### src/design/sbag_pkg.sv
package sbag_pkg;

  localparam int ADDR_BITS_DEF      = 22;
  localparam int MAX_SPRITE_DIM_DEF = 1024;

  localparam int OUT_ADDR_W  = 22;
  localparam int PIX_W       = 8;
  localparam int LW_W        = 12;
  localparam int ORG_W       = 11;
  localparam int DIM_REG_W   = 11;
  localparam int CFG_IDX_W   = 3;
  localparam int CFG_DATA_W  = 12;

  localparam int X_FLIP_BIT = 0;
  localparam int Y_FLIP_BIT = 1;

  typedef enum logic [CFG_IDX_W-1:0] {
    REG_ORIGIN_X      = 3'd0,
    REG_ORIGIN_Y      = 3'd1,
    REG_LINE_WIDTH    = 3'd2,
    REG_SPRITE_WIDTH  = 3'd3,
    REG_SPRITE_HEIGHT = 3'd4,
    REG_BLIT_MODE     = 3'd5,
    REG_MIRROR_BITS   = 3'd6,
    REG_KEY_COLOR     = 3'd7
  } cfg_reg_t;

  typedef enum logic [1:0] {
    MODE_COPY  = 2'd0,
    MODE_FLIP  = 2'd1,
    MODE_SCALE = 2'd2
  } blit_mode_t;

  typedef struct packed {
    logic [LW_W-1:0]  line_width;
    logic [PIX_W-1:0] key_color;
    blit_mode_t       mode;
    logic             xflip;
    logic             yflip;
  } cfg_t;

endpackage

### src/design/sbag_if.sv
interface sbag_in_if;
  import sbag_pkg::*;

  logic             valid;
  logic             ready;
  logic [PIX_W-1:0] src_pixel;

  modport source (output valid, output src_pixel, input ready);
  modport sink   (input valid, input src_pixel, output ready);
endinterface

interface sbag_out_if;
  import sbag_pkg::*;

  logic                  valid;
  logic                  ready;
  logic [OUT_ADDR_W-1:0] write_address;
  logic [PIX_W-1:0]      write_pixel;
  logic                  last_of_run;

  modport source (output valid, output write_address, output write_pixel,
                  output last_of_run, input ready);
  modport sink   (input valid, input write_address, input write_pixel,
                  input last_of_run, output ready);
endinterface

### src/design/sbag_cfg_regs.sv
module sbag_cfg_regs #(
  parameter int ADDR_BITS      = sbag_pkg::ADDR_BITS_DEF,
  parameter int MAX_SPRITE_DIM = sbag_pkg::MAX_SPRITE_DIM_DEF,
  parameter int DIM_W          = $clog2(MAX_SPRITE_DIM) + 1
) (
  input  logic                             clk,
  input  logic                             rst_n,
  input  logic                             cfg_we,
  input  logic [sbag_pkg::CFG_IDX_W-1:0]   cfg_index,
  input  logic [sbag_pkg::CFG_DATA_W-1:0]  cfg_wdata,
  output sbag_pkg::cfg_t                   cfg,
  output logic [DIM_W-1:0]                 width,
  output logic [DIM_W-1:0]                 height,
  output logic [ADDR_BITS-1:0]             start_ptr,
  output logic                             restart
);
  import sbag_pkg::*;

  localparam int CMP_W  = (DIM_W > DIM_REG_W) ? DIM_W : DIM_REG_W;
  localparam int RIDX_W = CMP_W + 1;

  logic [ORG_W-1:0]     origin_x_r, origin_y_r;
  logic [LW_W-1:0]      line_width_r;
  logic [DIM_REG_W-1:0] sprite_width_r, sprite_height_r;
  logic [1:0]           blit_mode_r, mirror_bits_r;
  logic [PIX_W-1:0]     key_color_r;

  logic [DIM_W-1:0]     width_r, height_r, width_nxt, height_nxt;
  logic [ADDR_BITS-1:0] start_ptr_r, start_ptr_nxt;
  blit_mode_t           mode_r, mode_nxt;
  logic                 xflip_r, yflip_r, xflip_nxt, yflip_nxt;

  logic [CMP_W-1:0]     sw_ext, sh_ext, h_cl;
  logic [RIDX_W-1:0]    row_idx;

  always_ff @(posedge clk) begin
    if (!rst_n) begin
      origin_x_r      <= '0;
      origin_y_r      <= '0;
      line_width_r    <= LW_W'(640);
      sprite_width_r  <= DIM_REG_W'(1);
      sprite_height_r <= DIM_REG_W'(1);
      blit_mode_r     <= '0;
      mirror_bits_r   <= '0;
      key_color_r     <= '0;
    end else if (cfg_we) begin
      unique case (cfg_reg_t'(cfg_index))
        REG_ORIGIN_X:      origin_x_r      <= cfg_wdata[ORG_W-1:0];
        REG_ORIGIN_Y:      origin_y_r      <= cfg_wdata[ORG_W-1:0];
        REG_LINE_WIDTH:    line_width_r    <= cfg_wdata[LW_W-1:0];
        REG_SPRITE_WIDTH:  sprite_width_r  <= cfg_wdata[DIM_REG_W-1:0];
        REG_SPRITE_HEIGHT: sprite_height_r <= cfg_wdata[DIM_REG_W-1:0];
        REG_BLIT_MODE:     blit_mode_r     <= cfg_wdata[1:0];
        REG_MIRROR_BITS:   mirror_bits_r   <= cfg_wdata[1:0];
        REG_KEY_COLOR:     key_color_r     <= cfg_wdata[PIX_W-1:0];
        default: ;
      endcase
    end
  end

  always_comb begin
    unique case (blit_mode_r)
      MODE_FLIP:  mode_nxt = MODE_FLIP;
      MODE_SCALE: mode_nxt = MODE_SCALE;
      default:    mode_nxt = MODE_COPY;
    endcase
    xflip_nxt = (mode_nxt == MODE_FLIP) && mirror_bits_r[X_FLIP_BIT];
    yflip_nxt = (mode_nxt == MODE_FLIP) && mirror_bits_r[Y_FLIP_BIT];

    sw_ext = CMP_W'(sprite_width_r);
    sh_ext = CMP_W'(sprite_height_r);
    if (sw_ext == '0) begin
      width_nxt = DIM_W'(1);
    end else if (sw_ext > CMP_W'(MAX_SPRITE_DIM)) begin
      width_nxt = DIM_W'(MAX_SPRITE_DIM);
    end else begin
      width_nxt = DIM_W'(sw_ext);
    end
    if (sh_ext == '0) begin
      h_cl = CMP_W'(1);
    end else if (sh_ext > CMP_W'(MAX_SPRITE_DIM)) begin
      h_cl = CMP_W'(MAX_SPRITE_DIM);
    end else begin
      h_cl = sh_ext;
    end
    height_nxt = DIM_W'(h_cl);

    // bottom row first when mirrored vertically
    row_idx = RIDX_W'(origin_y_r) + (yflip_nxt ? RIDX_W'(h_cl - CMP_W'(1)) : '0);
    start_ptr_nxt = ADDR_BITS'(row_idx) * ADDR_BITS'(line_width_r)
                  + ADDR_BITS'(origin_x_r);
  end

  always_ff @(posedge clk) begin
    if (!rst_n) begin
      width_r     <= DIM_W'(1);
      height_r    <= DIM_W'(1);
      start_ptr_r <= '0;
      mode_r      <= MODE_COPY;
      xflip_r     <= 1'b0;
      yflip_r     <= 1'b0;
    end else begin
      width_r     <= width_nxt;
      height_r    <= height_nxt;
      start_ptr_r <= start_ptr_nxt;
      mode_r      <= mode_nxt;
      xflip_r     <= xflip_nxt;
      yflip_r     <= yflip_nxt;
    end
  end

  assign cfg.line_width = line_width_r;
  assign cfg.key_color  = key_color_r;
  assign cfg.mode       = mode_r;
  assign cfg.xflip      = xflip_r;
  assign cfg.yflip      = yflip_r;
  assign width          = width_r;
  assign height         = height_r;
  assign start_ptr      = start_ptr_r;
  assign restart        = cfg_we;

endmodule

### src/design/sbag_run_buf.sv
module sbag_run_buf #(
  parameter int ADDR_BITS = sbag_pkg::ADDR_BITS_DEF
) (
  input  logic                         clk,
  input  logic                         rst_n,
  input  logic                         load,
  input  logic [ADDR_BITS-1:0]         base_addr,
  input  logic [ADDR_BITS-1:0]         next_row_addr,
  input  logic [sbag_pkg::PIX_W-1:0]   pixel,
  input  logic                         quad,
  output logic                         load_ready,
  sbag_out_if.source                   out_ch
);
  import sbag_pkg::*;

  logic                 valid_r, quad_r;
  logic [1:0]           beat_r;
  logic [ADDR_BITS-1:0] a_r, alw_r, beat_base;
  logic [PIX_W-1:0]     pix_r;
  logic                 last, xfer;

  assign last       = !quad_r || (beat_r == 2'd3);
  assign xfer       = valid_r && out_ch.ready;
  assign load_ready = !valid_r || (xfer && last);

  // beat order: (row,2c) (row,2c+1) (row+1,2c) (row+1,2c+1)
  assign beat_base            = beat_r[1] ? alw_r : a_r;
  assign out_ch.valid         = valid_r;
  assign out_ch.write_address = OUT_ADDR_W'(beat_base + ADDR_BITS'(beat_r[0]));
  assign out_ch.write_pixel   = pix_r;
  assign out_ch.last_of_run   = last;

  always_ff @(posedge clk) begin
    if (!rst_n) begin
      valid_r <= 1'b0;
      beat_r  <= '0;
      quad_r  <= 1'b0;
    end else if (load) begin
      valid_r <= 1'b1;
      beat_r  <= '0;
      quad_r  <= quad;
    end else if (xfer && last) begin
      valid_r <= 1'b0;
    end else if (xfer) begin
      beat_r <= beat_r + 2'd1;
    end
  end

  always_ff @(posedge clk) begin
    if (load) begin
      a_r   <= base_addr;
      alw_r <= next_row_addr;
      pix_r <= pixel;
    end
  end

`ifndef NO_ASSERTIONS
  a_single_beat: assert property (@(posedge clk) disable iff (!rst_n)
    valid_r && !quad_r |-> beat_r == 2'd0)
    else $error("beat counter moved on a single-write run");
  a_load_when_free: assert property (@(posedge clk) disable iff (!rst_n)
    load |-> load_ready)
    else $error("run loaded while previous run still pending");
  a_hold_while_stalled: assert property (@(posedge clk) disable iff (!rst_n)
    out_ch.valid && !out_ch.ready |=> out_ch.valid && $stable(out_ch.write_address)
      && $stable(out_ch.write_pixel) && $stable(out_ch.last_of_run))
    else $error("pending write changed before its transfer");
`endif

endmodule

### src/design/sprite_blit_address_generator_top.sv
// An accepted pixel is held in the s1 register, then loaded into the run buffer.
// Throughput: one pixel per cycle in copy and flip modes while out_ch is ready;
// in scaled mode each pixel makes four writes, one at a time, on the single result port.
// Keyed pixels leave no result and do not wait for the result port.
// Reset: rst_n synchronous, active low; loads register defaults, clears counters.
module sprite_blit_address_generator_top #(
  parameter int ADDR_BITS      = sbag_pkg::ADDR_BITS_DEF,
  parameter int MAX_SPRITE_DIM = sbag_pkg::MAX_SPRITE_DIM_DEF
) (
  input  logic                            clk,
  input  logic                            rst_n,
  input  logic                            cfg_we,
  input  logic [sbag_pkg::CFG_IDX_W-1:0]  cfg_index,
  input  logic [sbag_pkg::CFG_DATA_W-1:0] cfg_wdata,
  sbag_in_if.sink                         in_ch,
  sbag_out_if.source                      out_ch
);
  import sbag_pkg::*;

  localparam int CNT_W = $clog2(MAX_SPRITE_DIM);
  localparam int DIM_W = CNT_W + 1;

  cfg_t                 cfg;
  logic [DIM_W-1:0]     width, height;
  logic [ADDR_BITS-1:0] start_ptr;
  logic                 restart;

  logic                 s1_valid_r;
  logic [PIX_W-1:0]     s1_pix_r;
  logic [CNT_W-1:0]     col_r, row_r, col_nxt, row_nxt;
  logic [ADDR_BITS-1:0] row_ptr_r, row_ptr_nxt;

  logic                 in_xfer, s1_take, keyed, run_ready, start;
  logic [DIM_W-1:0]     col_inc, row_inc, dcol;
  logic                 col_wrap;
  logic [ADDR_BITS-1:0] rp, lw_a, base_addr, next_row_addr;

  sbag_cfg_regs #(
    .ADDR_BITS      (ADDR_BITS),
    .MAX_SPRITE_DIM (MAX_SPRITE_DIM),
    .DIM_W          (DIM_W)
  ) u_cfg (
    .clk       (clk),
    .rst_n     (rst_n),
    .cfg_we    (cfg_we),
    .cfg_index (cfg_index),
    .cfg_wdata (cfg_wdata),
    .cfg       (cfg),
    .width     (width),
    .height    (height),
    .start_ptr (start_ptr),
    .restart   (restart)
  );

  assign keyed        = (cfg.mode == MODE_FLIP) && (s1_pix_r == cfg.key_color);
  assign s1_take      = s1_valid_r && (keyed || run_ready);
  assign in_ch.ready  = !s1_valid_r || s1_take;
  assign in_xfer      = in_ch.valid && in_ch.ready;

  always_comb begin
    lw_a  = ADDR_BITS'(cfg.line_width);
    start = (col_r == '0) && (row_r == '0);
    rp    = start ? start_ptr : row_ptr_r;

    dcol = cfg.xflip ? (width - DIM_W'(1) - DIM_W'(col_r)) : DIM_W'(col_r);
    if (cfg.mode == MODE_SCALE) begin
      base_addr = rp + (ADDR_BITS'(col_r) << 1);
    end else begin
      base_addr = rp + ADDR_BITS'(dcol);
    end
    next_row_addr = base_addr + lw_a;

    col_inc  = DIM_W'(col_r) + DIM_W'(1);
    row_inc  = DIM_W'(row_r) + DIM_W'(1);
    col_wrap = col_inc >= width;
    col_nxt  = col_wrap ? '0 : col_inc[CNT_W-1:0];
    row_nxt  = row_r;
    row_ptr_nxt = rp;
    if (col_wrap) begin
      row_nxt = (row_inc >= height) ? '0 : row_inc[CNT_W-1:0];
      if (cfg.mode == MODE_SCALE) begin
        row_ptr_nxt = rp + (lw_a << 1);
      end else if (cfg.yflip) begin
        row_ptr_nxt = rp - lw_a;
      end else begin
        row_ptr_nxt = rp + lw_a;
      end
    end
  end

  always_ff @(posedge clk) begin
    if (!rst_n) begin
      s1_valid_r <= 1'b0;
      col_r      <= '0;
      row_r      <= '0;
      row_ptr_r  <= '0;
    end else begin
      if (in_xfer) begin
        s1_valid_r <= 1'b1;
      end else if (s1_take) begin
        s1_valid_r <= 1'b0;
      end
      if (restart) begin
        col_r <= '0;
        row_r <= '0;
      end else if (s1_take) begin
        col_r     <= col_nxt;
        row_r     <= row_nxt;
        row_ptr_r <= row_ptr_nxt;
      end
    end
  end

  always_ff @(posedge clk) begin
    if (in_xfer) begin
      s1_pix_r <= in_ch.src_pixel;
    end
  end

  sbag_run_buf #(
    .ADDR_BITS (ADDR_BITS)
  ) u_run (
    .clk           (clk),
    .rst_n         (rst_n),
    .load          (s1_take && !keyed),
    .base_addr     (base_addr),
    .next_row_addr (next_row_addr),
    .pixel         (s1_pix_r),
    .quad          (cfg.mode == MODE_SCALE),
    .load_ready    (run_ready),
    .out_ch        (out_ch)
  );

`ifndef NO_ASSERTIONS
  a_col_in_range: assert property (@(posedge clk) disable iff (!rst_n)
    DIM_W'(col_r) < width)
    else $error("column counter beyond sprite width");
  a_row_in_range: assert property (@(posedge clk) disable iff (!rst_n)
    DIM_W'(row_r) < height)
    else $error("row counter beyond sprite height");
  a_restart_clears: assert property (@(posedge clk) disable iff (!rst_n)
    restart |=> (col_r == '0) && (row_r == '0))
    else $error("register write did not restart the sprite");
  a_run_continues: assert property (@(posedge clk) disable iff (!rst_n)
    out_ch.valid && out_ch.ready && !out_ch.last_of_run |=> out_ch.valid)
    else $error("scaled run dropped before its last write");
`endif

endmodule
### src/flat_wrapper.sv
// flat-port wrapper written by rule: the top's interface ports become plain ports
module sprite_blit_address_generator_top_flat import sbag_pkg::*;
#(
  parameter int ADDR_BITS      = sbag_pkg::ADDR_BITS_DEF,
  parameter int MAX_SPRITE_DIM = sbag_pkg::MAX_SPRITE_DIM_DEF
)
  (clk, rst_n, cfg_we, cfg_index, cfg_wdata, in_ch_valid, in_ch_src_pixel, in_ch_ready, out_ch_valid, out_ch_write_address, out_ch_write_pixel, out_ch_last_of_run, out_ch_ready);
  sbag_in_if in_ch_i ();
  sbag_out_if out_ch_i ();
  input  logic clk;
  input  logic rst_n;
  input  logic cfg_we;
  input  logic [sbag_pkg::CFG_IDX_W-1:0] cfg_index;
  input  logic [sbag_pkg::CFG_DATA_W-1:0] cfg_wdata;
  input wire logic [$bits(in_ch_i.valid)-1:0] in_ch_valid;
  input wire logic [$bits(in_ch_i.src_pixel)-1:0] in_ch_src_pixel;
  output wire logic [$bits(in_ch_i.ready)-1:0] in_ch_ready;
  output wire logic [$bits(out_ch_i.valid)-1:0] out_ch_valid;
  output wire logic [$bits(out_ch_i.write_address)-1:0] out_ch_write_address;
  output wire logic [$bits(out_ch_i.write_pixel)-1:0] out_ch_write_pixel;
  output wire logic [$bits(out_ch_i.last_of_run)-1:0] out_ch_last_of_run;
  input wire logic [$bits(out_ch_i.ready)-1:0] out_ch_ready;
  assign in_ch_i.valid = in_ch_valid;
  assign in_ch_i.src_pixel = in_ch_src_pixel;
  assign in_ch_ready = in_ch_i.ready;
  assign out_ch_valid = out_ch_i.valid;
  assign out_ch_write_address = out_ch_i.write_address;
  assign out_ch_write_pixel = out_ch_i.write_pixel;
  assign out_ch_last_of_run = out_ch_i.last_of_run;
  assign out_ch_i.ready = out_ch_ready;
  sprite_blit_address_generator_top #(.ADDR_BITS(ADDR_BITS), .MAX_SPRITE_DIM(MAX_SPRITE_DIM)) u_core (.clk(clk), .rst_n(rst_n), .cfg_we(cfg_we), .cfg_index(cfg_index), .cfg_wdata(cfg_wdata), .in_ch(in_ch_i), .out_ch(out_ch_i));
endmodule
### config.mk
export PLATFORM = sky130hd
export DESIGN_NAME = sprite_blit_address_generator_top_flat
export DESIGN_NICKNAME = d
export VERILOG_FILES = /design/src/design/sbag_pkg.sv /design/src/design/sbag_if.sv /design/src/design/sbag_cfg_regs.sv /design/src/design/sbag_run_buf.sv /design/src/design/sprite_blit_address_generator_top.sv /design/src/flat_wrapper.sv
export SDC_FILE = /design/constraint.sdc
export NUM_CORES = 1
export LEC_CHECK = 0
export BUFFER_PORTS_ARGS = -buffer_cell sky130_fd_sc_hd__buf_4
export CAP_MARGIN = 20
export CORE_ASPECT_RATIO = 1.4
export CORE_UTILIZATION = 45
export CTS_BUF_LIST = sky130_fd_sc_hd__clkbuf_16
export CTS_CLUSTER_DIAMETER = 50
export DETAILED_ROUTE_END_ITERATION = 10
export GPL_TIMING_DRIVEN = 0
export HOLD_SLACK_MARGIN = 0.06
export SLEW_MARGIN = 20
export SYNTH_ARGS = -nofsm -noshare
export SYNTH_HDL_FRONTEND = slang
export SYNTH_SLANG_ARGS = --single-unit
export TNS_END_PERCENT = 50
### constraint.sdc
create_clock -name clk -period 17.65 [get_ports clk]
set_clock_uncertainty 0.2 [all_clocks]
set_input_delay 1.765 -clock clk [delete_from_list [all_inputs] [get_ports clk]]
set_output_delay 1.765 -clock clk [all_outputs]
set_load 0.03 [all_outputs]
* Word-level counts from Yosys, hierarchy flattened
Index checks and enable logic that the tools add are counted.
** Storage, ports and cells
- Bits in registers :: 223
- Output and inout bits :: 33
- Logic and storage cells :: 120
** Operators by class
- Add/sub/neg operators :: 15
- $mul :: 1
- Order comparisons :: 4
- Eq/ne operators :: 14
- Multiplexer cells :: 18
- Bitwise gates (word level) :: 3
- Reduce and logical (&&, ||, !) cells :: 39
** Operators with widths (number)
- two-way mux 22 bit :: 6
- adder 22 x 11 -> 22 bit :: 3
- adder 22 x 12 -> 22 bit :: 2
- two-way mux 11 bit :: 4
- adder 10 x 1 -> 11 bit (second input constant) :: 2
- adder 22 x 1 -> 22 bit :: 1
- adder 22 x 13 -> 22 bit :: 1
- greater-or-equal comparator 11 bit :: 2
- > comparator 11 bit (second input constant) :: 2
- zero test 11 bit :: 2
- multiplier 12 x 12 -> 22 bit :: 1
- AND reduction 2 bit :: 11
- subtractor 22 x 12 -> 22 bit :: 1
- zero test 10 bit :: 2
- two-way mux 10 bit :: 2
- adder 11 x 12 -> 12 bit :: 1
- == test 3 bit (second input constant) :: 4
- two-way mux 12 bit :: 1
- subtractor 11 x 1 -> 12 bit (second input constant) :: 1
- subtractor 11 x 1 -> 11 bit (second input constant) :: 1
- subtractor 11 x 10 -> 11 bit :: 1
- logical AND 1 bit :: 9
- == test 8 bit :: 1
- == test 2 x 1 -> 1 bit (second input constant) :: 3
- 13 further kinds :: 30

* Logic depth before layout (Yosys ltp)
Gate-level depths: netlist (run 1).
- Depth in word-level cells :: 9
- Gate-level depth with buffers :: 40
- Mapped depth without buffers :: 39

* Hierarchy
A second synthesis (run 1) with hierarchy kept.
** Unflattened totals
- Cells, all modules :: 2304
- Area total of the unflattened synthesis :: 19916.6 µm²
** Modules (own cells, without submodules)
- sbag_cfg_regs :: times used 1, cells an instance 1107, area an instance 9564.2 µm²
- sprite_blit_address_generator_top :: times used 1, cells an instance 1012, area an instance 7721.2 µm²
- sbag_run_buf :: times used 1, cells an instance 185, area an instance 2631.3 µm²

* Worst setup path before layout (run 1)
No wires, ideal clock.
- Path kind :: register to register
- Start point :: register u_core.u_cfg.sprite_height_r[3], in the netlist u_core.u_cfg.sh_ext[3]
- End point :: register u_core.u_cfg.start_ptr_r[20], in the netlist u_core.u_cfg.start_ptr[20]
- Setup time :: 0.115 ns
- Arrival time :: 7.962 ns
- Data required time :: 17.335 ns
- Slack :: 9.373 ns
- Cell stages (with the launch flop) :: 37
- Clock period less this slack :: 8.277 ns
- Cells stage by stage :: dfxtp_1 -> or3_1 -> nor3_1 -> and3_1 -> nor2_1 -> nor2_1 -> inv_1 -> ha_1 -> nor2_1 -> ha_1 -> a21o_1 -> a21oi_1 -> o21ai_0 -> a31o_2 -> a21oi_1 -> nor2_1 -> nor2_1 -> xnor2_1 -> clkbuf_1 -> nand2_1 -> fa_1 -> fa_1 -> inv_1 -> fa_1 -> fa_1 -> inv_1 -> fa_1 -> inv_1 -> ha_1 -> and3_1 -> a31oi_1 -> a2111oi_0 -> o21a_1 -> o21a_1 -> o41ai_1 -> xnor2_1 -> and2_1
** On the way
- Cells in the longest elaborated chain, start to end :: 8
** RTL lines
- from (decl) :: RTL line sbag_cfg_regs.sv:24 : logic [DIM_REG_W-1:0] sprite_width_r, sprite_height_r;
- from (signal assigned) :: RTL line sbag_cfg_regs.sv:52 : REG_SPRITE_HEIGHT: sprite_height_r <= cfg_wdata[DIM_REG_W-1:0];
- > comparator 11 bit :: RTL line sbag_cfg_regs.sv:81 : end else if (sh_ext > CMP_W'(MAX_SPRITE_DIM)) begin
- two-way mux 11 bit :: RTL line sbag_cfg_regs.sv:81
- two-way mux 11 bit * :: RTL line sbag_cfg_regs.sv:79 : if (sh_ext == '0) begin
- subtractor 11 x 1 -> 12 bit * :: RTL line sbag_cfg_regs.sv:89 : row_idx = RIDX_W'(origin_y_r) + (yflip_nxt ? RIDX_W'(h_cl - CMP_W'(1)) : '0);
- two-way mux 12 bit * :: RTL line sbag_cfg_regs.sv:89
- adder 11 x 12 -> 12 bit * :: RTL line sbag_cfg_regs.sv:89
- multiplier 12 x 12 -> 22 bit * :: RTL line sbag_cfg_regs.sv:90 : start_ptr_nxt = ADDR_BITS'(row_idx) * ADDR_BITS'(line_width_r)
- adder 22 x 11 -> 22 bit * :: RTL line sbag_cfg_regs.sv:91 : + ADDR_BITS'(origin_x_r);
- to (signal assigned) :: RTL line sbag_cfg_regs.sv:105 : start_ptr_r <= start_ptr_nxt;
- to (decl) :: RTL line sbag_cfg_regs.sv:29 : logic [ADDR_BITS-1:0] start_ptr_r, start_ptr_nxt;
Mark *: on every way between the ends. The rest lies on a longest branch, timed or not.
A chain may end at the register's enable or synchronous reset.

* Worst setup path after layout (run 1)
- Start point :: register u_core.u_cfg.sprite_height_r[3], in the netlist u_core.u_cfg.sh_ext[3]
- End point :: register u_core.u_cfg.start_ptr_r[21], in the netlist u_core.u_cfg.start_ptr[21]
Same word-level chain as after synthesis.

==> results.sh, run 1 <==
export IMPL_core_area_sq_um=43000
export IMPL_ios=61
export IMPL_swShare=0.276
export IMPL_dpl_hpwl_mm=44.3
export IMPL_status="finished, final reports clean"
export IMPL_synth_area_sq_um=19600
export IMPL_hp_start="u_core.u_cfg.mirror_bits_r[0]"
export IMPL_rows=90
export IMPL_cpMaxStageDelayCell="fa_1"
export IMPL_synth_top_family_by_area="adder cells"
export IMPL_antenna_found_initial=1
export IMPL_dr_pass1_iters=5
export IMPL_cts_setup_buffers=0
export IMPL_grt_pass1_wl_mm=87.0
export IMPL_finalHoldViolations=0
export IMPL_overflow=0
export IMPL_cp_top_family="adder cells"
export IMPL_drv_slew=0
export IMPL_clk_latency_ns=0.58
export IMPL_max_slew_worst_pin_slew_ns=1.07
export IMPL_p_switching_mw=0.363
export IMPL_cts_root_buffer="clkbuf_16"
export IMPL_postRouteAntennaNets=0
export IMPL_synth_edff_count=60
export IMPL_synth_top_cell_area_share=0.166
export IMPL_worstSetupEndpointType="register"
export IMPL_dpl_cell_area_sq_um=20800
export IMPL_synthXorXnorAreaFrac=0.0704
export IMPL_numCtsBuffers=28
export IMPL_powerDensity_nw_per_um2=60.4
export IMPL_place_congestion=0.919
export IMPL_syn_area_per_cell_sq_um=8.49
export IMPL_power_frac_comb=0.121
export IMPL_die_area_sq_um=44500
export IMPL_synth_adder_area_share=0.233
export IMPL_grt_setup_unrepaired="false"
export IMPL_peakVddDrop_mv=0.0642
export IMPL_maxCapViolations=0
export IMPL_yosysWarnings=0
export IMPL_crit_fanout=10
export IMPL_cp_slowest_stage_delay_ns=0.52
export IMPL_worstHoldPathType="reg2reg"
export IMPL_p_leak_nw=9.48
export IMPL_fmax_mhz=104
export IMPL_pwr_share_clk=0.461
export IMPL_postRouteWirelength_mm=54.5
export IMPL_dp_cells=2920
export IMPL_initial_utilization=0.457
export IMPL_clk_path_buf_depth=3
export IMPL_critPathKind="reg2reg"
export IMPL_cts_repair_resized=0
export IMPL_stdcell_count=2972
export IMPL_synthCells=2313
export IMPL_fin_crit_ns=9.58
export IMPL_crit_path_start="u_core.u_cfg.sh_ext[3]"
export IMPL_post_route_period_util=0.543
export IMPL_cts_tree="yes"
export IMPL_synth_compound_area_frac=0.159
export IMPL_tns_ns=0
export IMPL_seqCellArea_sq_um=5060
export IMPL_via_count=16394
export IMPL_synth_area_mux_share=0.0230
export IMPL_cts_hold_buf=0
export IMPL_n_antenna_cell=0
export IMPL_startpoint_type="register"
export IMPL_grt_pass1_vias=16656
export IMPL_post_route_drc_count=0
export IMPL_syn_num_nets=2636
export IMPL_die_w_um=179
export IMPL_total_power_mw=1.31
export IMPL_r2r_start="u_core.u_cfg.sh_ext[3]"
export IMPL_die_y_um=249
export IMPL_seqPwrFrac=0.419
export IMPL_synth_area_leaders="dfxtp_1 (17%), fa_1 (12%), ha_1 (11%)"
export IMPL_slew_headroom=0.280
export IMPL_yosysSeqAreaShare=0.258
export IMPL_cp_num_buf_inv=7
export IMPL_port_buffers=54
export IMPL_htreeDepth=1
export IMPL_drt_initial_drc_count=865
export IMPL_clk_pin_slew_ns=0.06
export IMPL_drive_gt1_frac=0.0620
export IMPL_design_area_sq_um=21800
export IMPL_viasPerCell=5.52
export IMPL_fill_cells=4175
export IMPL_crit_required_ns=17.91
export IMPL_async_flop_share=0
export IMPL_synth_top_cell_by_area="dfxtp_1"
export IMPL_grt_max_degree=37
export IMPL_ys_types=78
export IMPL_synth_simple_area_share=0.195
export IMPL_setup_viol=0
export IMPL_p_int_mw=0.952
export IMPL_finalNetCount=2721
export IMPL_synth_seq_cells=223
export IMPL_multi_input_area_sq_um=13400
export IMPL_grt_usage=0.251
export IMPL_ys_flop_type="dfxtp_1"
export IMPL_syn_to_final_growth_pct=10.8
export IMPL_wl_per_cell_um=18.3
export IMPL_clock_sinks=223
export IMPL_cp_arrival_ns=9.84
power groups by stage:
stage | Combinational (mW) | Clock, mW | Sequential, mW
6_report | 0.159 | 0.606 | 0.550
5_1_grt | 0.175 | 0.637 | 0.552
4_1_cts | 0.158 | 0.616 | 0.550
3_5_place_dp | 0.157 | 0 | 0.561
3_3_place_gp | 0.154 | 0 | 0.562
2_1_floorplan | 0.107 | 0 | 0.559
synth_stat cells (19+ instances only):
library cell	instances
o211ai_1	19
o21ai_0	85
nor3_1	37
a211oi_1	30
a21oi_1	118
nand2b_1	21
edfxtp_1	60
nor2b_1	31
inv_1	223
clkbuf_1	85
xnor2_1	104
and3_1	39
mux2i_1	23
a21o_1	41
nand2_1	312
a21boi_0	67
ha_1	179
nor2_1	148
a31oi_1	25
and2_1	84
nand3_1	55
dfxtp_1	163
fa_1	116
xor2_1	52
cell usage in the layout, fill, tap and decap left out, types with 25 or more instances in the layout:
| master | n |
|---|---|
| a211oi_1 | 30 |
| a21boi_0 | 67 |
| a21o_1 | 41 |
| a21oi_1 | 118 |
| a31oi_1 | 25 |
| and2_1 | 84 |
| and3_1 | 38 |
| buf_4 | 54 |
| clkbuf_1 | 85 |
| clkbuf_16 | 31 |
| dfxtp_1 | 163 |
| edfxtp_1 | 60 |
| fa_1 | 116 |
| ha_1 | 179 |
| inv_1 | 225 |
| nand2_1 | 312 |
| nand3_1 | 55 |
| nor2_1 | 148 |
| nor2b_1 | 31 |
| nor3_1 | 37 |
| o21ai_0 | 85 |
| xnor2_1 | 104 |
| xor2_1 | 52 |
sequential cells by signal, summed over array words and instances (netlist names), 2 cells and up:
register                         cells
u_core.u_cfg.start_ptr              22
u_core.s1_pix_r                      8
u_core.u_cfg.origin_x_r             11
u_core.u_cfg.mode_r                  2
u_core.u_cfg.blit_mode_r             2
u_core.u_run.out_ch.write_pixel      8
u_core.u_run.a_r                    22
u_core.u_cfg.sprite_width_r         11
u_core.u_cfg.line_width_r           12
u_core.u_run.alw_r                  22
u_core.u_cfg.mirror_bits_r           2
u_core.u_cfg.width                  11
u_core.u_run.beat_r                  2
u_core.row_ptr_r                    22
u_core.u_cfg.height                 11
u_core.row_r                        10
u_core.u_cfg.key_color_r             8
u_core.u_cfg.origin_y_r             11
u_core.u_cfg.sh_ext                 11
u_core.col_r                        10
per-layer routing:
metal / vias to the layer above / global-route usage / share of wire
li1: 8036 / - / -
met1: 7882 / 0.285 / 0.40
met3: 125 / 0.0250 / 0.035
met2: 351 / 0.460 / 0.51
met5: - / 0 / 0
met4: 0 / 0.121 / 0.050
final cells by class:
cell class	instances	area share
clock buffer	31	0.0357
clock inverter	21	0.0102
sequential	223	0.233
buffer	96	0.0174
multi-input combinational	1769	0.614
tap	552	0.0318
inverter	225	0.0388
timing repair buffer	55	0.0196
worst paths after layout:
check        slack (ns)                          to  cells past startpoint
max reg2reg        8.07  u_core.u_cfg.start_ptr[21]                     40
min                0.27        u_core.u_cfg.xflip_r                      1
min reg2reg        0.27        u_core.u_cfg.xflip_r                      1
max                8.07  u_core.u_cfg.start_ptr[21]                     40
worst reg2reg max path: cells and delay by family, from the launching register on:
family,cells,cell delay [ns]
XOR/XNOR,2,0.30
AND/OR/NAND/NOR,14,2.26
adder cells (fa/ha/maj),8,3.29
AO/OA/AOI/OAI,9,2.09
flip-flops,1,0.38
buffers and inverters,7,0.92
cells by family after synthesis:
kind of cell | after synthesis
AO/OA/AOI/OAI | 474
XOR/XNOR | 157
adder cells (fa/ha/maj) | 296
buffers and inverters | 321
flip-flops | 223
multiplexers | 42
AND/OR/NAND/NOR | 800
through the flow:
stage / utilization / hold WS [ns] / worst slack (ns)
2_1_floorplan: - / 0.230 / 9.37
3_3_place_gp: 0.482 / 0.252 / 8.35
3_5_place_dp: 0.482 / 0.253 / 8.16
4_1_cts: 0.506 / 0.269 / 8.11
5_1_grt: 0.506 / 0.287 / 7.49
6_report: 0.506 / 0.267 / 8.07
Note: power is estimated with default switching activity, not from simulation.
==> inputs of run 2 (changes only) <==
--- a/config.mk
+++ b/config.mk
@@ -5,6 +5,7 @@
 export SDC_FILE = /design/constraint.sdc
 export NUM_CORES = 1
 export LEC_CHECK = 0
+export ABC_AREA = 1
 export BUFFER_PORTS_ARGS = -buffer_cell sky130_fd_sc_hd__buf_4
 export CAP_MARGIN = 20
 export CORE_ASPECT_RATIO = 1.4
==> constraint.sdc (replaced) <==
create_clock -name clk -period 10.05 [get_ports clk]
set_clock_uncertainty 0.2 [all_clocks]
set_input_delay 1.005 -clock clk [delete_from_list [all_inputs] [get_ports clk]]
set_output_delay 1.005 -clock clk [all_outputs]
set_load 0.03 [all_outputs]
==> results.sh, run 2 <==
export IMPL_cts_hold_buf=0
export IMPL_synth_seq_cells=223
export IMPL_yosysWarnings=0
export IMPL_core_area_sq_um=44200
export IMPL_peakVddDrop_mv=0.128
export IMPL_synth_simple_area_share=0.244
export IMPL_cp_slowest_stage_delay_ns=0.72
export IMPL_synth_area_leaders="dfxtp_1 (16%), fa_1 (11%), ha_1 (11%)"
export IMPL_layout_common_cells="nand2_1 (590), inv_1 (439), nor2_1 (284), a21oi_1 (232), ha_1 (179)"
export IMPL_cp_arrival_ns=9.57
export IMPL_tns_ns=0
export IMPL_port_buffers=59
export IMPL_synth_top_family_by_area="simple AND/OR/NAND/NOR gates"
export IMPL_clock_sinks=223
export IMPL_fill_cells=4462
export IMPL_postRouteWirelength_mm=61.7
export IMPL_grt_usage=0.271
export IMPL_die_w_um=181
export IMPL_swShare=0.307
export IMPL_setup_viol=0
export IMPL_worstHoldPathType="reg2reg"
export IMPL_startpoint_type="register"
export IMPL_crit_required_ns=10.33
export IMPL_p_switching_mw=0.754
export IMPL_grt_max_degree=39
export IMPL_synth_common_cells="nand2_1 (590), inv_1 (438), nor2_1 (284), a21oi_1 (232), ha_1 (179)"
export IMPL_cpMaxStageDelayCell="xor2_1"
export IMPL_synthCells=2798
export IMPL_fin_crit_ns=9.29
export IMPL_die_area_sq_um=45800
export IMPL_status="finished, final reports clean"
export IMPL_ios=61
export IMPL_dr_pass1_iters=7
export IMPL_grt_pass1_vias=18377
export IMPL_clk_path_buf_depth=3
export IMPL_fmax_mhz=108
export IMPL_synth_adder_area_share=0.226
export IMPL_crit_fanout=8
export IMPL_die_y_um=253
export IMPL_yosysSeqAreaShare=0.251
export IMPL_crit_top_cell="nor2_1"
export IMPL_postRouteAntennaNets=0
export IMPL_wl_per_cell_um=17.8
export IMPL_cts_root_buffer="clkbuf_16"
export IMPL_rows=91
export IMPL_pwr_share_clk=0.416
export IMPL_cts_tree="yes"
export IMPL_p_int_mw=1.70
export IMPL_initial_utilization=0.457
export IMPL_n_antenna_cell=0
export IMPL_clk_latency_ns=0.58
export IMPL_dpl_hpwl_mm=51.1
export IMPL_grt_setup_unrepaired="false"
export IMPL_overflow=0
export IMPL_syn_to_final_growth_pct=10.4
export IMPL_synth_area_mux_share=0.00495
export IMPL_grt_pass1_wl_mm=96.8
export IMPL_met1_length_mm=24.5
export IMPL_worstSetupEndpointType="register"
export IMPL_finalHoldViolations=0
export IMPL_synth_edff_count=60
export IMPL_ys_types=58
export IMPL_powerDensity_nw_per_um2=110
export IMPL_syn_num_nets=3121
export IMPL_post_route_drc_count=0
export IMPL_post_route_period_util=0.924
export IMPL_power_frac_comb=0.184
export IMPL_stdcell_count=3466
export IMPL_synth_top_cell_area_share=0.161
export IMPL_critPathKind="reg2reg"
export IMPL_synth_area_sq_um=20200
export IMPL_viasPerCell=5.32
export IMPL_syn_area_per_cell_sq_um=7.22
export IMPL_async_flop_share=0
export IMPL_slew_headroom=0.227
export IMPL_dp_cells=3416
export IMPL_clk_pin_slew_ns=0.06
export IMPL_finalNetCount=3210
export IMPL_ys_flop_type="dfxtp_1"
export IMPL_synth_most_common_cell="nand2_1"
export IMPL_htreeDepth=1
export IMPL_routed_wl_met2_mm=31.7
export IMPL_wl_met3_mm=2.19
export IMPL_place_congestion=1.02
export IMPL_layout_commonest_cell="nand2_1"
export IMPL_max_slew_worst_pin_slew_ns=1.16
export IMPL_drive_gt1_frac=0.0715
export IMPL_drt_initial_drc_count=963
export IMPL_seqPwrFrac=0.400
export IMPL_antenna_found_initial=0
export IMPL_p_leak_nw=10.6
export IMPL_top_layer="met4"
export IMPL_drv_slew=0
export IMPL_synth_compound_area_frac=0.135
export IMPL_via_count=18435
export IMPL_cts_setup_buffers=0
export IMPL_synth_top_cell_by_area="dfxtp_1"
export IMPL_synthXorXnorAreaFrac=0.0403
export IMPL_maxCapViolations=0
export IMPL_cts_repair_resized=0
export IMPL_numCtsBuffers=27
==> run 2: changes by cell type in the layout (fill, tap and decap cells not counted), sizes merged, moves of 33 or more <==
cell and change:
a21o -33, nand2 +302, xnor2 -82, and3 -38
a21boi -65, a21oi +114, nand3 +79, inv +228
and2 -83, o21ai +92, nor2 +162
==> run 2: critical path: cells and delay by family (launching register included) <==
kind	cells	cell delay [ns]
XOR/XNOR	1	0.72
AO/OA/AOI/OAI	5	1.16
flip-flops	1	0.33
AND/OR/NAND/NOR	23	2.59
buffers and inverters	7	0.93
adder cells (fa/ha/maj)	8	3.26
==> run 2: power by group through the flow <==
stage	logic [mW]	registers (mW)	clock network [mW]
6_report	0.452	0.982	1.02
3_3_place_gp	0.441	1.00	0
2_1_floorplan	0.309	0.997	0
4_1_cts	0.449	0.981	1.04
5_1_grt	0.499	0.984	1.08
3_5_place_dp	0.447	1.00	0
==> run 2: worst paths after layout <==
check | slack, ns | end | cells past startpoint | startpoint
worst min-delay path | 0.22 | u_core.u_cfg.width[10] | 2 | u_core.u_cfg.sprite_width_r[10]
worst max-delay path | 0.76 | u_core.u_cfg.start_ptr[21] | 44 | u_core.u_cfg.sh_ext[4]
worst max register to register | 0.76 | u_core.u_cfg.start_ptr[21] | 44 | u_core.u_cfg.sh_ext[4]
worst min register to register | 0.22 | u_core.u_cfg.width[10] | 2 | u_core.u_cfg.sprite_width_r[10]
==> run 2: cells by family (layout without fill, tap and decap cells) <==
family | after synthesis | after routing
multiplexers | 10 | 10
AO/OA/AOI/OAI | 500 | 500
AND/OR/NAND/NOR | 1147 | 1147
buffers and inverters | 530 | 640
adder cells (fa/ha/maj) | 295 | 295
XOR/XNOR | 93 | 93
flip-flops | 223 | 223
==> run 2: area by class of cell <==
class / instances / area, sq um / share of cell area
clock inverter: 22 / 245 / 0.0110
inverter: 462 / 1740 / 0.0778
buffer: 68 / 272 / 0.0122
multi-input combinational: 2045 / 13100 / 0.589
sequential: 223 / 5060 / 0.227
clock buffer: 28 / 701 / 0.0314
timing repair buffer: 60 / 463 / 0.0207
tap: 558 / 698 / 0.0313
==> run 2: per-layer routing <==
| layer | track usage | vias to the layer above |
|---|---|---|
| li1 | - | 9219 |
| met1 | 0.301 | 8616 |
| met2 | 0.515 | 465 |
| met3 | 0.0206 | 135 |
| met4 | 0.136 | 0 |
| met5 | 0 | - |
==> run 2: metrics by stage <==
| step | cell area (sq um) | utilization | worst slack [ns] | hold slack (ns) | total power, mW |
|---|---|---|---|---|---|
| 3_3_place_gp | 21300 | 0.483 | 0.938 | 0.231 | 1.44 |
| 3_5_place_dp | 21400 | 0.484 | 0.926 | 0.228 | 1.45 |
| 4_1_cts | 22300 | 0.505 | 0.842 | 0.221 | 2.48 |
| 2_1_floorplan | 20200 | - | 2.53 | 0.213 | 1.31 |
| 6_report | 22300 | 0.505 | 0.763 | 0.219 | 2.46 |
| 5_1_grt | 22300 | 0.505 | 0.0400 | 0.242 | 2.56 |
==> inputs of run 3 (changes only) <==
==> constraint.sdc (replaced) <==
create_clock -name clk -period 9.75 [get_ports clk]
set_clock_uncertainty 0.2 [all_clocks]
set_input_delay 0.975 -clock clk [delete_from_list [all_inputs] [get_ports clk]]
set_output_delay 0.975 -clock clk [all_outputs]
set_load 0.03 [all_outputs]
==> results.sh, run 3 (synthesized netlist as in run 2, its figures left out) <==
export IMPL_cts_root_buffer="clkbuf_16"
export IMPL_n_antenna_cell=0
export IMPL_dr_pass1_iters=7
export IMPL_r2r_start="u_core.u_cfg.sh_ext[4]"
export IMPL_rows=91
export IMPL_drive_gt1_frac=0.0722
export IMPL_hold_slack_ns=0.219
export IMPL_overflow=0
export IMPL_antenna_found_initial=0
export IMPL_slew_headroom=0.227
export IMPL_timing_final_ws_setup_ns=0.747
export IMPL_grt_usage=0.271
export IMPL_startpoint_type="register"
export IMPL_powerDensity_nw_per_um2=113
export IMPL_layout_common_cells="nand2_1 (590), inv_1 (439), nor2_1 (284), a21oi_1 (232), ha_1 (179)"
export IMPL_core_area_sq_um=44200
export IMPL_status="finished, final reports clean"
export IMPL_crit_top_cell="nor2_1"
export IMPL_peakVddDrop_mv=0.132
export IMPL_grt_pass1_wl_mm=96.8
export IMPL_drt_initial_drc_count=958
export IMPL_viasPerCell=5.31
export IMPL_syn_to_final_growth_pct=10.5
export IMPL_hold_end="u_core.u_cfg.width[10]"
export IMPL_die_area_sq_um=45800
export IMPL_worst_r2r_path_depth=44
export IMPL_via_count=18406
export IMPL_fmax_mhz=111
export IMPL_drv_slew=0
export IMPL_initial_utilization=0.457
export IMPL_worstSetupEndpointType="register"
export IMPL_ios=61
export IMPL_die_y_um=253
export IMPL_total_power_mw=2.53
export IMPL_cp_arrival_ns=9.29
export IMPL_grt_pass1_vias=18377
export IMPL_post_route_period_util=0.923
export IMPL_p_leak_nw=10.7
export IMPL_cts_tree="yes"
export IMPL_critPathKind="reg2reg"
export IMPL_max_slew_worst_pin_slew_ns=1.16
export IMPL_cp_slowest_stage_delay_ns=0.54
export IMPL_hp_start="u_core.u_cfg.sprite_width_r[10]"
export IMPL_die_w_um=181
export IMPL_clk_pin_slew_ns=0.06
export IMPL_crit_required_ns=10.03
export IMPL_post_place_ws_ns=0.626
export IMPL_clk_latency_ns=0.58
export IMPL_place_congestion=1.02
export IMPL_reg2reg_to="u_core.u_cfg.start_ptr[21]"
export IMPL_post_route_drc_count=0
export IMPL_htreeDepth=1
export IMPL_worstHoldPathType="reg2reg"
export IMPL_clk_path_buf_depth=3
export IMPL_wl_per_cell_um=17.8
export IMPL_crit_fanout=8
export IMPL_postRouteAntennaNets=0
export IMPL_clock_sinks=223
export IMPL_maxCapViolations=0
export IMPL_grt_setup_unrepaired="false"
export IMPL_dpl_hpwl_mm=51.1
export IMPL_numCtsBuffers=27
export IMPL_finalNetCount=3210
export IMPL_reg2reg_setup_slack_ns=0.75
export IMPL_finalHoldViolations=0
export IMPL_fin_crit_ns=9.00
export IMPL_layout_commonest_cell="nand2_1"
export IMPL_tns_ns=0
export IMPL_grt_max_degree=39
export IMPL_cpMaxStageDelayCell="fa_1"
export IMPL_postRouteWirelength_mm=61.7
export IMPL_port_buffers=59
export IMPL_min_path_cells=2
export IMPL_setup_viol=0
run 3: cell types whose count changed in the layout (fill, tap and decap cells not counted):
cell,delta
xor2_2,+2
xor2_1,-2
run 3: metal layers:
metal	track usage	share of wire	vias to the layer above
met3	0.0206	0.036	135
met1	0.301	0.40	8579
met5	0	0	-
met4	0.136	0.053	0
li1	-	-	9221
met2	0.515	0.51	471
run 3: worst max-delay path by stage:
stage / slack, ns / endpoint / start / cells past startpoint
finish: 0.75 / u_core.u_cfg.start_ptr[21] / u_core.u_cfg.sh_ext[4] / 44
global route: 0.007 / u_core.u_cfg.start_ptr[21] / u_core.u_cfg.sh_ext[4] / 41
CTS: 0.54 / u_core.u_cfg.start_ptr[21] / u_core.u_cfg.sh_ext[4] / 44
detailed placement: 0.63 / u_core.u_cfg.start_ptr[21] / u_core.u_cfg.sh_ext[4] / 44
global placement: 0.64 / u_core.u_cfg.start_ptr[21] / u_core.u_cfg.sh_ext[4] / 41
floorplan: 2.23 / u_core.u_cfg.start_ptr[17] / u_core.u_cfg.sh_ext[4] / 38
run 3: layout make-up:
cell class,instances,area [sq um]
Buffer,68,272
Clock buffer,28,701
Clock inverter,22,245
Fill cell,4459,21800
Inverter,462,1740
Multi-Input combinational cell,2045,13200
Sequential cell,223,5060
Tap cell,558,698
Timing Repair Buffer,60,463
run 3: worst max-delay path, delay by kind of cell (launching register included):
family | cells | cell delay (ns)
DFF | 1 | 0.33
and+or+nand+nor | 23 | 2.61
AOI/OAI and AO/OA | 5 | 1.16
adders and majority gates | 8 | 3.26
xor gates and xnor gates | 1 | 0.49
buffers and inverters | 7 | 0.86
run 3: timing repair:
action,4_1_cts,5_1_grt
gates resized for setup,0,2
endpoints found under the setup margin,0,5
setup buffers,0,0
hold buffers,0,0
endpoints found under the hold margin,0,0
run 3: where the power goes:
part / switching (mW) / internal (mW)
Sequential: 0.0206 / 0.991
Combinational: 0.318 / 0.148
Clock: 0.439 / 0.616
run 3: per-stage QoR:
stage                     utilization  area (sq um)  cells
after CTS                       0.505         22300   3466
after floorplan                     -         20200   2798
after global placement          0.483         21300   3415
after global routing            0.505         22300   3466
after detailed placement        0.484         21400   3416
final                           0.505         22300   3466
